==> src/rtl/core/lcbb_pkg.sv <==
package lcbb_pkg;

   localparam int KEY_BITS    = 32;
   localparam int SIZE_BITS   = 24;
   localparam int BUDGET_BITS = 32;
   localparam int USED_BITS   = 32;
   localparam int EVICT_BITS  = 5;
   localparam int DEF_ENTRIES = 16;

   typedef struct packed {
      logic [KEY_BITS-1:0]  item_key;
      logic [SIZE_BITS-1:0] item_size;
   } lcbb_req_type;

   typedef struct packed {
      logic                  hit;
      logic                  stored;
      logic [EVICT_BITS-1:0] evicted_count;
      logic [USED_BITS-1:0]  used_bytes;
   } lcbb_rsp_type;

   typedef struct packed {
      logic [KEY_BITS-1:0]  key;
      logic [SIZE_BITS-1:0] size;
   } lcbb_entry_type;

   typedef enum logic [1:0] {
      ST_IDLE,
      ST_LOOKUP,
      ST_DECIDE,
      ST_EVICT
   } lcbb_state_type;

   typedef enum logic [1:0] {
      CELL_HOLD,
      CELL_SHIFT,
      CELL_LOAD
   } lcbb_cell_op_type;

endpackage

==> src/rtl/core/lcbb_cell.sv <==
module lcbb_cell import lcbb_pkg::*; (
   input  logic                 clock,
   input  lcbb_cell_op_type     cell_op,
   input  lcbb_entry_type       upper_entry,
   input  lcbb_entry_type       load_entry,
   input  logic [KEY_BITS-1:0]  probe_key,
   output lcbb_entry_type       entry,
   output logic                 match
);

   lcbb_entry_type entry_ff;
   lcbb_entry_type entry_in;

   always_comb begin
      case (cell_op)
         CELL_SHIFT: entry_in = upper_entry;
         CELL_LOAD:  entry_in = load_entry;
         default:    entry_in = entry_ff;
      endcase
   end

   always_ff @(posedge clock) begin
      entry_ff <= entry_in;
   end

   assign entry = entry_ff;
   assign match = (entry_ff.key == probe_key);

endmodule

==> src/rtl/core/lru_cache_byte_budget.sv <==
// Size-aware LRU cache directory with a byte budget.
// A request beat is taken at a rising edge with start high and busy low; it carries the
// item key and size. Exactly one result beat follows on rsp_data, marked by rsp_valid for
// one cycle; the receiver cannot stall it. The user must write the budget through csr_we
// and csr_wdata only while the block is idle; the block itself does not enforce this.
// Entries live in a row of cells ordered by recency, the least recent in cell zero. The
// live entries always fill the low cells, so evicting the oldest entry is a shift of the
// whole row by one cell and an insert loads the first free cell.
// A hit or an oversize miss passes the lookup and decide states and gives its result beat
// on the return to idle. A stored miss goes on to the evict state, which evicts one entry
// per cycle from cell zero until the item fits and a cell is free, then loads it and gives the
// beat. busy drops in the cycle of the result beat, so the next request can be taken then.
// Synchronous reset empties the cache, clears the used byte total and the budget, and
// drops any pending result beat.
module lru_cache_byte_budget import lcbb_pkg::*; #(
   parameter int ENTRIES = DEF_ENTRIES
) (
   input  logic                   clock,
   input  logic                   reset,
   input  logic                   start,
   output logic                   busy,
   input  lcbb_req_type           req_data,
   output logic                   rsp_valid,
   output lcbb_rsp_type           rsp_data,
   input  logic                   csr_we,
   input  logic [BUDGET_BITS-1:0] csr_wdata
);

   localparam int CNT_BITS = $clog2(ENTRIES + 1);

   lcbb_state_type         state_ff, state_in;
   lcbb_req_type           req_ff, req_in;
   logic [BUDGET_BITS-1:0] budget_ff;
   logic [USED_BITS-1:0]   used_ff, used_in;
   logic [CNT_BITS-1:0]    count_ff, count_in;
   logic [EVICT_BITS-1:0]  evict_ff, evict_in;
   logic [ENTRIES-1:0]     match_ff, match_in;
   logic [ENTRIES-1:0]     above_ff, above_in;
   logic                   rsp_valid_ff, rsp_valid_in;
   lcbb_rsp_type           rsp_ff, rsp_in;

   lcbb_entry_type         cell_entry [ENTRIES];
   lcbb_cell_op_type       cell_op [ENTRIES];
   logic [ENTRIES-1:0]     cell_match;
   logic [ENTRIES-1:0]     live;
   lcbb_entry_type         load_entry;
   logic [SIZE_BITS-1:0]   hit_size;
   logic                   hit;
   logic                   oversize;
   logic                   over;
   logic                   full;
   logic                   do_evict;
   logic [CNT_BITS-1:0]    top_pos;

   for (genvar i = 0; i < ENTRIES; i++) begin : g_cell
      lcbb_entry_type upper;
      if (i == ENTRIES - 1) begin : g_top
         assign upper = load_entry;
      end else begin : g_mid
         assign upper = cell_entry[i+1];
      end
      assign live[i] = (CNT_BITS'(i) < count_ff);
      lcbb_cell u_cell (
         .clock       (clock),
         .cell_op     (cell_op[i]),
         .upper_entry (upper),
         .load_entry  (load_entry),
         .probe_key   (req_ff.item_key),
         .entry       (cell_entry[i]),
         .match       (cell_match[i])
      );
   end

   always_comb begin
      hit_size = '0;
      for (int i = 0; i < ENTRIES; i++) begin
         hit_size = hit_size | (cell_entry[i].size & {SIZE_BITS{match_ff[i]}});
      end
   end

   assign hit      = |match_ff;
   assign oversize = (BUDGET_BITS'(req_ff.item_size) > budget_ff);
   assign over     = (({1'b0, used_ff} + (USED_BITS+1)'(req_ff.item_size)) > {1'b0, budget_ff});
   assign full     = (count_ff == CNT_BITS'(ENTRIES));
   assign do_evict = (over && (count_ff != '0)) || full;
   assign top_pos  = count_ff - CNT_BITS'(1);

   always_comb begin
      state_in = state_ff;
      case (state_ff)
         ST_IDLE: begin
            if (start) begin
               state_in = ST_LOOKUP;
            end
         end
         ST_LOOKUP: begin
            state_in = ST_DECIDE;
         end
         ST_DECIDE: begin
            if (hit || oversize) begin
               state_in = ST_IDLE;
            end else begin
               state_in = ST_EVICT;
            end
         end
         ST_EVICT: begin
            if (!do_evict) begin
               state_in = ST_IDLE;
            end
         end
         default: state_in = ST_IDLE;
      endcase
   end

   always_comb begin
      req_in       = req_ff;
      used_in      = used_ff;
      count_in     = count_ff;
      evict_in     = evict_ff;
      match_in     = match_ff;
      above_in     = above_ff;
      rsp_valid_in = 1'b0;
      rsp_in       = rsp_ff;
      load_entry   = '{key: req_ff.item_key, size: req_ff.item_size};
      for (int i = 0; i < ENTRIES; i++) begin
         cell_op[i] = CELL_HOLD;
      end
      case (state_ff)
         ST_IDLE: begin
            if (start) begin
               req_in   = req_data;
               evict_in = '0;
            end
         end
         ST_LOOKUP: begin
            match_in = cell_match & live;
            above_in = match_in;
            for (int s = 1; s < ENTRIES; s = s * 2) begin
               above_in = above_in | (above_in << s);
            end
         end
         ST_DECIDE: begin
            if (hit) begin
               load_entry.size = hit_size;
               for (int i = 0; i < ENTRIES; i++) begin
                  if (above_ff[i]) begin
                     cell_op[i] = (CNT_BITS'(i) == top_pos) ? CELL_LOAD : CELL_SHIFT;
                  end
               end
               rsp_valid_in = 1'b1;
               rsp_in       = '{hit: 1'b1, stored: 1'b1, evicted_count: '0,
                                used_bytes: used_ff};
            end else if (oversize) begin
               rsp_valid_in = 1'b1;
               rsp_in       = '{hit: 1'b0, stored: 1'b0, evicted_count: '0,
                                used_bytes: used_ff};
            end
         end
         ST_EVICT: begin
            if (do_evict) begin
               for (int i = 0; i < ENTRIES; i++) begin
                  cell_op[i] = CELL_SHIFT;
               end
               used_in  = used_ff - USED_BITS'(cell_entry[0].size);
               count_in = count_ff - CNT_BITS'(1);
               evict_in = (evict_ff == '1) ? evict_ff : evict_ff + EVICT_BITS'(1);
            end else begin
               for (int i = 0; i < ENTRIES; i++) begin
                  if (CNT_BITS'(i) == count_ff) begin
                     cell_op[i] = CELL_LOAD;
                  end
               end
               used_in      = used_ff + USED_BITS'(req_ff.item_size);
               count_in     = count_ff + CNT_BITS'(1);
               rsp_valid_in = 1'b1;
               rsp_in       = '{hit: 1'b0, stored: 1'b1, evicted_count: evict_ff,
                                used_bytes: used_in};
            end
         end
         default: begin
            rsp_valid_in = 1'b0;
         end
      endcase
   end

   always_ff @(posedge clock) begin
      if (reset) begin
         state_ff     <= ST_IDLE;
         budget_ff    <= '0;
         used_ff      <= '0;
         count_ff     <= '0;
         rsp_valid_ff <= 1'b0;
      end else begin
         state_ff     <= state_in;
         used_ff      <= used_in;
         count_ff     <= count_in;
         rsp_valid_ff <= rsp_valid_in;
         if (csr_we) begin
            budget_ff <= csr_wdata;
         end
      end
   end

   always_ff @(posedge clock) begin
      req_ff   <= req_in;
      evict_ff <= evict_in;
      match_ff <= match_in;
      above_ff <= above_in;
      rsp_ff   <= rsp_in;
   end

   assign busy      = (state_ff != ST_IDLE);
   assign rsp_valid = rsp_valid_ff;
   assign rsp_data  = rsp_ff;

   a_count_range: assert property (@(posedge clock) disable iff (reset)
      count_ff <= CNT_BITS'(ENTRIES))
      else $error("entry count exceeds the table size");

   a_empty_no_bytes: assert property (@(posedge clock) disable iff (reset)
      (count_ff == '0) |-> (used_ff == '0))
      else $error("empty cache holds bytes");

   a_single_beat: assert property (@(posedge clock) disable iff (reset)
      rsp_valid |=> !rsp_valid)
      else $error("result beat lasted more than one cycle");

   a_accept_busy: assert property (@(posedge clock) disable iff (reset)
      (start && !busy) |=> (busy && !rsp_valid))
      else $error("accepted request did not start work");

   a_hit_stored: assert property (@(posedge clock) disable iff (reset)
      (rsp_valid && rsp_data.hit) |-> (rsp_data.stored && (rsp_data.evicted_count == '0)))
      else $error("hit beat reports inconsistent fields");

endmodule
==> config.mk <==
export PLATFORM = sky130hd
export DESIGN_NAME = lru_cache_byte_budget
export DESIGN_NICKNAME = d
export VERILOG_FILES = /design/src/rtl/core/lcbb_pkg.sv /design/src/rtl/core/lcbb_cell.sv /design/src/rtl/core/lru_cache_byte_budget.sv
export SDC_FILE = /design/constraint.sdc
export NUM_CORES = 2
export LEC_CHECK = 0
export ABC_AREA = 1
export BUFFER_PORTS_ARGS = -buffer_cell sky130_fd_sc_hd__buf_2
export CORE_MARGIN = 5
export CORE_UTILIZATION = 38
export DETAILED_ROUTE_END_ITERATION = 8
export GPL_TIMING_DRIVEN = 0
export SYNTH_ARGS = -nofsm -noshare
export SYNTH_HDL_FRONTEND = slang
export SYNTH_SLANG_ARGS = --single-unit
export TNS_END_PERCENT = 100
==> constraint.sdc <==
create_clock -name clock -period 11.7 [get_ports clock]
set_input_delay 3.51 -clock clock [delete_from_list [all_inputs] [get_ports clock]]
set_output_delay 3.51 -clock clock [all_outputs]
set_load 0.01 [all_outputs]
**Word-level counts from Yosys, hierarchy flattened**

Index checks and enable logic that the tools add are counted.

- Output and inout port bits: 41
- Memory bits (writable): 0
- Latch bits: 0
- Bits of input ports: 92
- Memories kept: 0
- Bits in read-only memories: 0
- Logic and storage cells: 311
- Register bits after elaboration: 1100

- Equal/unequal tests: 88
- Add/subtract/negate cells: 6
- Div/mod/pow operators: 0
- Shift-type cells: 0
- $lt $le $gt $ge: 18
- Reduce and logical (&&, ||, !) cells: 31
- Multipliers: 0
- Mux-type cells: 86
- Bitwise gates (word level): 36

Operators by type and width:

| operator | number |
|---|---|
| 56-bit case mux with 2 select lines | 15 |
| 32-bit == test | 16 |
| 24-bit AND | 16 |
| 24-bit OR | 15 |
| 39-bit 2-to-1 mux | 3 |
| 2-bit 2-to-1 mux | 51 |
| 32-bit 2-to-1 mux | 3 |
| 4-bit by 5-bit == test with 1-bit output, first input constant | 16 |
| 39-bit case mux with 2 select lines | 1 |
| 16-bit OR | 4 |
| 32-bit case mux with 2 select lines | 1 |
| 24-bit 2-to-1 mux | 2 |
| 3-bit by 5-bit == test with 1-bit output, first input constant | 8 |
| 4-bit by 5-bit < comparator with 1-bit output, first input constant | 8 |
| 2-bit == test, second input constant | 18 |
| 2-bit nonzero test | 18 |
| 2-bit by 1-bit == test with 1-bit output, second input constant | 17 |
| 32-bit by 24-bit adder with 33-bit output | 1 |
| 33-bit by 32-bit > comparator with 1-bit output | 1 |
| 32-bit by 24-bit adder with 32-bit output | 1 |
| 24-bit by 32-bit > comparator with 1-bit output | 1 |
| 32-bit by 24-bit subtractor with 32-bit output | 1 |
| 2-bit by 5-bit == test with 1-bit output, first input constant | 4 |
| 3-bit by 5-bit < comparator with 1-bit output, first input constant | 4 |
| 24 further kinds | 40 |

**Depth between registers and ports, before layout**

- Depth after elaboration: 19
- Gate-level depth with buffers: 38
- Gate-level depth less buffers: 34

**Cells and area by module**

Synthesis repeated with hierarchy kept, for this count alone.

- Cells, all modules: 6725
- Area, all modules: 66426.2 um^2

Modules (own cells, without submodules):

| module | area an instance (um^2) | sequential area each (um^2) | instances | cells an instance |
|---|---|---|---|---|
| lcbb_cell | 3189.3 | 1681.6 | 16 | 289 |
| lru_cache_byte_budget | 15397.3 | 5375.2 | 1 | 2101 |

**Least setup slack after synthesis**

OpenSTA, ideal clock, no wires.

- Kind: register -> register
- Start: register req_ff[0] (netlist bit)
- End: register g_cell[15].u_cell.entry_ff (netlist bit g_cell[15].u_cell.entry[0]) (enable)
- Cell stages (with the launch flop): 29
- Data required time: 10914 ps
- Path buffers: 1
- Setup slack: 6098 ps
- Setup time: 786 ps
- Period minus slack after synthesis: 5602 ps
- Arrival: 4816 ps
- Cells stage by stage: edfxtp_1 > ha_1 > fa_1 > nand2_1 > nand2_1 > o21ai_2 > o21ai_4 > a21oi_1 > inv_1 > nand2_1 > nand2_1 > a21oi_1 > o21ai_1 > nor2_1 > nor2_2 > ha_1 > a21oi_1 > o21ai_0 > a21oi_1 > nand2_1 > nand2_1 > nand2_1 > nand2_1 > nand2_1 > nand2_1 > nand2_8 > nand3_4 > buf_2 > o211ai_1

- Cells in the longest elaborated chain, start to end: 8
- Elaborated cells on any way between the ends: 9
- Classes of those cells: 1 x add/sub; 1 x order compare; 2 x eq/ne; 2 x mux; 3 x reduce/logical

RTL lines:

| item | line | source |
|---|---|---|
| start: declaration | lru_cache_byte_budget.sv:32 | `lcbb_req_type req_ff, req_in;` |
| start signal: assignment | lru_cache_byte_budget.sv:205 | `req_ff <= req_in;` |
| 32-bit by 24-bit adder with 33-bit output (*) | lru_cache_byte_budget.sv:83 | `assign over = (({1'b0, used_ff} + (USED_BITS+1)'(req_ff.item_size)) > {1'b0, budget_ff});` |
| 33-bit by 32-bit > comparator with 1-bit output (*) | lru_cache_byte_budget.sv:83 |  |
| 1-bit logical AND (*) | lru_cache_byte_budget.sv:85 | `assign do_evict = (over && (count_ff != '0)) \|\| full;` |
| 1-bit logical OR (*) | lru_cache_byte_budget.sv:85 |  |
| 32-bit 2-to-1 mux (*) | lru_cache_byte_budget.sv:160 | `if (do_evict) begin` |
| 32-bit case mux with 2 select lines (*) | lru_cache_byte_budget.sv:128 | `case (state_ff)` |
| 2-bit by 1-bit == test with 1-bit output or 2-bit == test (tied branches) | lcbb_cell.sv:15 | `case (cell_op)` |
| 2-bit OR reduction (no line) (*) | - |  |
| end signal: assignment | lcbb_cell.sv:23 | `entry_ff <= entry_in;` |
| end: declaration | lcbb_cell.sv:11 | `lcbb_entry_type entry_ff;` |

Mark *: on every way between the ends. The rest lies on a longest branch, timed or not.
A chain may end at the register's enable or synchronous reset.

==> flow_summary.toml <==
[cts]
cts_buffer_depth = 3
htreeDepth = 4
cts_buffers = 132
clk-insertion-delay-late_ps = 810
cts_hold_buf = 0
cts.sinks = 1099
cts_repair_resize_count = 0
cts-root-buf = "clkbuf_16"
path_clk_slew_ps = 60
cts_tree = "done"
cts_setup_buffers = 0

[pwr]
p_sw_frac = 0.263
p_switching_uw = 2450
pwr-share-clk = 0.436
power_density_nw_per_um2 = 140
pwr-share-comb = 0.090
seq_power_share = 0.474
internal_power_uw = 6860
peakVddDrop_mv = 0.164
power_leakage_uw = 0.0259

[global_routing]
grt_pass1_wl_um = 359000
grt_pass1_vias = 47100
grt_start_max_net_pins = 51
grt_util_all_layers = 0.313
antenna_found_initial = 13
overflow = 0

[drt]
vias = 51100
viasPerCell = 5.82
drc = 0
wl_per_cell_um = 30.0
detail-route-antenna-nets = 0
drt-initial-drc-count = 8251
dr.pass1.iters = 8
drt-total-wl_um = 264000

[setup_path]
critPathKind = "reg -> reg"
crit_cells = 30
cp_slowest_cell = "nor4_1"
crit_path_end = "g_cell[2].u_cell.entry[27]"
crit_path_start = "req_ff[0]"
worstPathRequired_ps = 12160
worstPathMaxFanout = 10
crit_top_cell = "nand2_1"
crit_arrival_ps = 8960
end_kind = "flip-flop"
slowest_delay_ps = 800
cp_num_buf_inv = 7
cp-start-kind = "flip-flop"
reg2reg_from = "req_ff[0]"
critical-path-top-delay-family = "buffers and inverters"
rr_worst_depth = 30
reg2reg_slack_ps = 3200
rr_endpoint = "g_cell[2].u_cell.entry[27]"

[placed_design]
place_ws_ps = 3250
placedCellCount = 8537
io_buffer_count = 132
hpwl_um = 197000
gp_congestion = 1.01

[timing]
hold_slack_ps = 448
tightest_slew_ps = 1680
fin_ws_ps = 3200
hold_viol_final = 0
finalSetupViolations = 0
drv_slew = 100
fin_crit_sh = 0.727
tns_ps = 0
slew_headroom = -0.120
skew_ps = 42.0
period_minus_slack_ps = 8500
fmax_ghz = 0.118
rsz0062_at_grt = "false"

[logic_synthesis]
yosysUniqueCellTypes = 68
netlist.area_leader.share = 0.528
synthCells = 6349
synthTopCellsByCount = "nand2_1 (1,723), edfxtp_1 (1,027), o21ai_0 (935), inv_1 (594), clkbuf_1 (254)"
yosysTopAreaCell = "edfxtp_1"
synth_top_flop_cell = "edfxtp_1"
ys_warn_count = 0
synthArstFlopShare = 0
synth.area.top_cells = "edfxtp_1 (53%), nand2_1 (11%), o21ai_0 (8.0%)"
synth_edf_count = 1027
post-synth-top-count-cell = "nand2_1"
synth-seq-cells = 1099
yosysSeqAreaShare = 0.553
syn_area_um2 = 58400
synth_nets = 6571
syn_avg_cell_area_um2 = 9.20

[die]
die-area_um2 = 162000
die_w_um = 402
initial_utilization = 0.383
core-area_um2 = 152000
die_h_um = 402
row_count = 143
pin_count = 133

[final_layout]
area_growth_pct = 13.4
nFillCells = 15000
fin_cells = 8781
nets = 6866
final_layout_size_suffix_gt1_frac = 0.0889

[outcome]
outcome = "finished with violations"
violations = "max-capacitance violations, max-slew violations"

[job]
max_cap_violations = 11

[min_path]
hold_depth = 0
holdCritPathClass = "reg -> reg"
==> layer usage <==
layer / vias up / share of wire / GRT usage
li1: 22400 / - / -
met5: - / 0.00082 / 0.00327
met3: 701 / 0.12 / 0.0940
met4: 10 / 0.058 / 0.155
met1: 24600 / 0.40 / 0.421
met2: 3396 / 0.42 / 0.460
==> cells by family after synthesis <==
kind of cell    count (synthesis)  synth area share
buf+inv                      1041            0.0713
compound gates               1482             0.143
flops                        1099             0.553
fa+ha+maj                     130            0.0281
xor+xnor                      276            0.0414
simple gates                 2321             0.164
==> sequential cells by signal, indices dropped and copies added (netlist names), 15 cells and up <==
| name | flops |
|---|---|
| req_ff | 24 |
| g_cell.upper | 32 |
| g_cell.u_cell.entry | 896 |
| budget_ff | 32 |
| above_ff | 15 |
| rsp_data | 39 |
| match_ff | 16 |
| used_ff | 32 |
==> power by group through the flow <==
stage / combinational (µW) / clock, µW / sequential [µW]
final: 835 / 4060 / 4410
after global placement: 772 / 0 / 4500
after CTS: 792 / 4060 / 4410
after detailed placement: 789 / 0 / 4490
after floorplan: 404 / 0 / 4460
after global routing: 854 / 4230 / 4410
==> metrics by stage <==
step           utilization  area (µm²)  power (µW)
6_report             0.435       66200        9300
5_1_grt              0.434       66200        9500
4_1_cts              0.434       66200        9270
3_5_place_dp         0.407       62000        5280
3_3_place_gp         0.404       61600        5270
2_1_floorplan            -       58400        4870
==> worst register-to-register path: cells and delay by family, from the launching register on <==
kind	cells	cell delay, ps
xor gates and xnor gates	1	250
and+or+nand+nor	12	2520
DFF	1	550
AOI/OAI and AO/OA	6	1130
adders and majority gates	4	1200
buffers and inverters	7	2530
==> cell type report <==
| cell class | count | area [µm²] | share of cell area |
|---|---|---|---|
| sequential | 1099 | 32300 | 0.487 |
| multi-input combinational | 4209 | 22000 | 0.331 |
| clock buffer | 176 | 3610 | 0.0546 |
| tap | 2030 | 2540 | 0.0383 |
| inverter | 631 | 2370 | 0.0358 |
| buffer | 410 | 1810 | 0.0273 |
| timing repair buffer | 161 | 1130 | 0.0170 |
| clock inverter | 60 | 528 | 0.00797 |
| antenna | 5 | 12.5 | 0.000189 |
==> layout by cell type (no fill, tap or decap), drive strengths merged, types with 72 or more instances in the layout <==
cell / Yosys / final
dfxtp: 72 / 72
ha: 128 / 128
nand2: 1729 / 1729
inv: 622 / 633
a21oi: 149 / 149
o22ai: 162 / 162
xor2: 98 / 98
buf: 156 / 316
nand4: 93 / 93
nor2: 226 / 226
o21ai: 990 / 990
nand3: 158 / 158
xnor2: 178 / 178
edfxtp: 1027 / 1027
clkbuf: 254 / 431
==> worst min-delay path by stage <==
| stage | startpoint | to | slack, ps |
|---|---|---|---|
| CTS | g_cell[15].upper[34] | g_cell[15].u_cell.entry[34] | 450 |
| global placement | g_cell[15].upper[33] | g_cell[15].u_cell.entry[33] | 430 |
| floorplan | g_cell[15].upper[24] | g_cell[15].u_cell.entry[24] | 420 |
| finish | g_cell[15].upper[34] | g_cell[15].u_cell.entry[34] | 450 |
| global route | g_cell[15].upper[28] | g_cell[15].u_cell.entry[28] | 460 |
| detailed placement | g_cell[15].upper[33] | g_cell[15].u_cell.entry[33] | 440 |
Power figures use the tool's default switching activity.
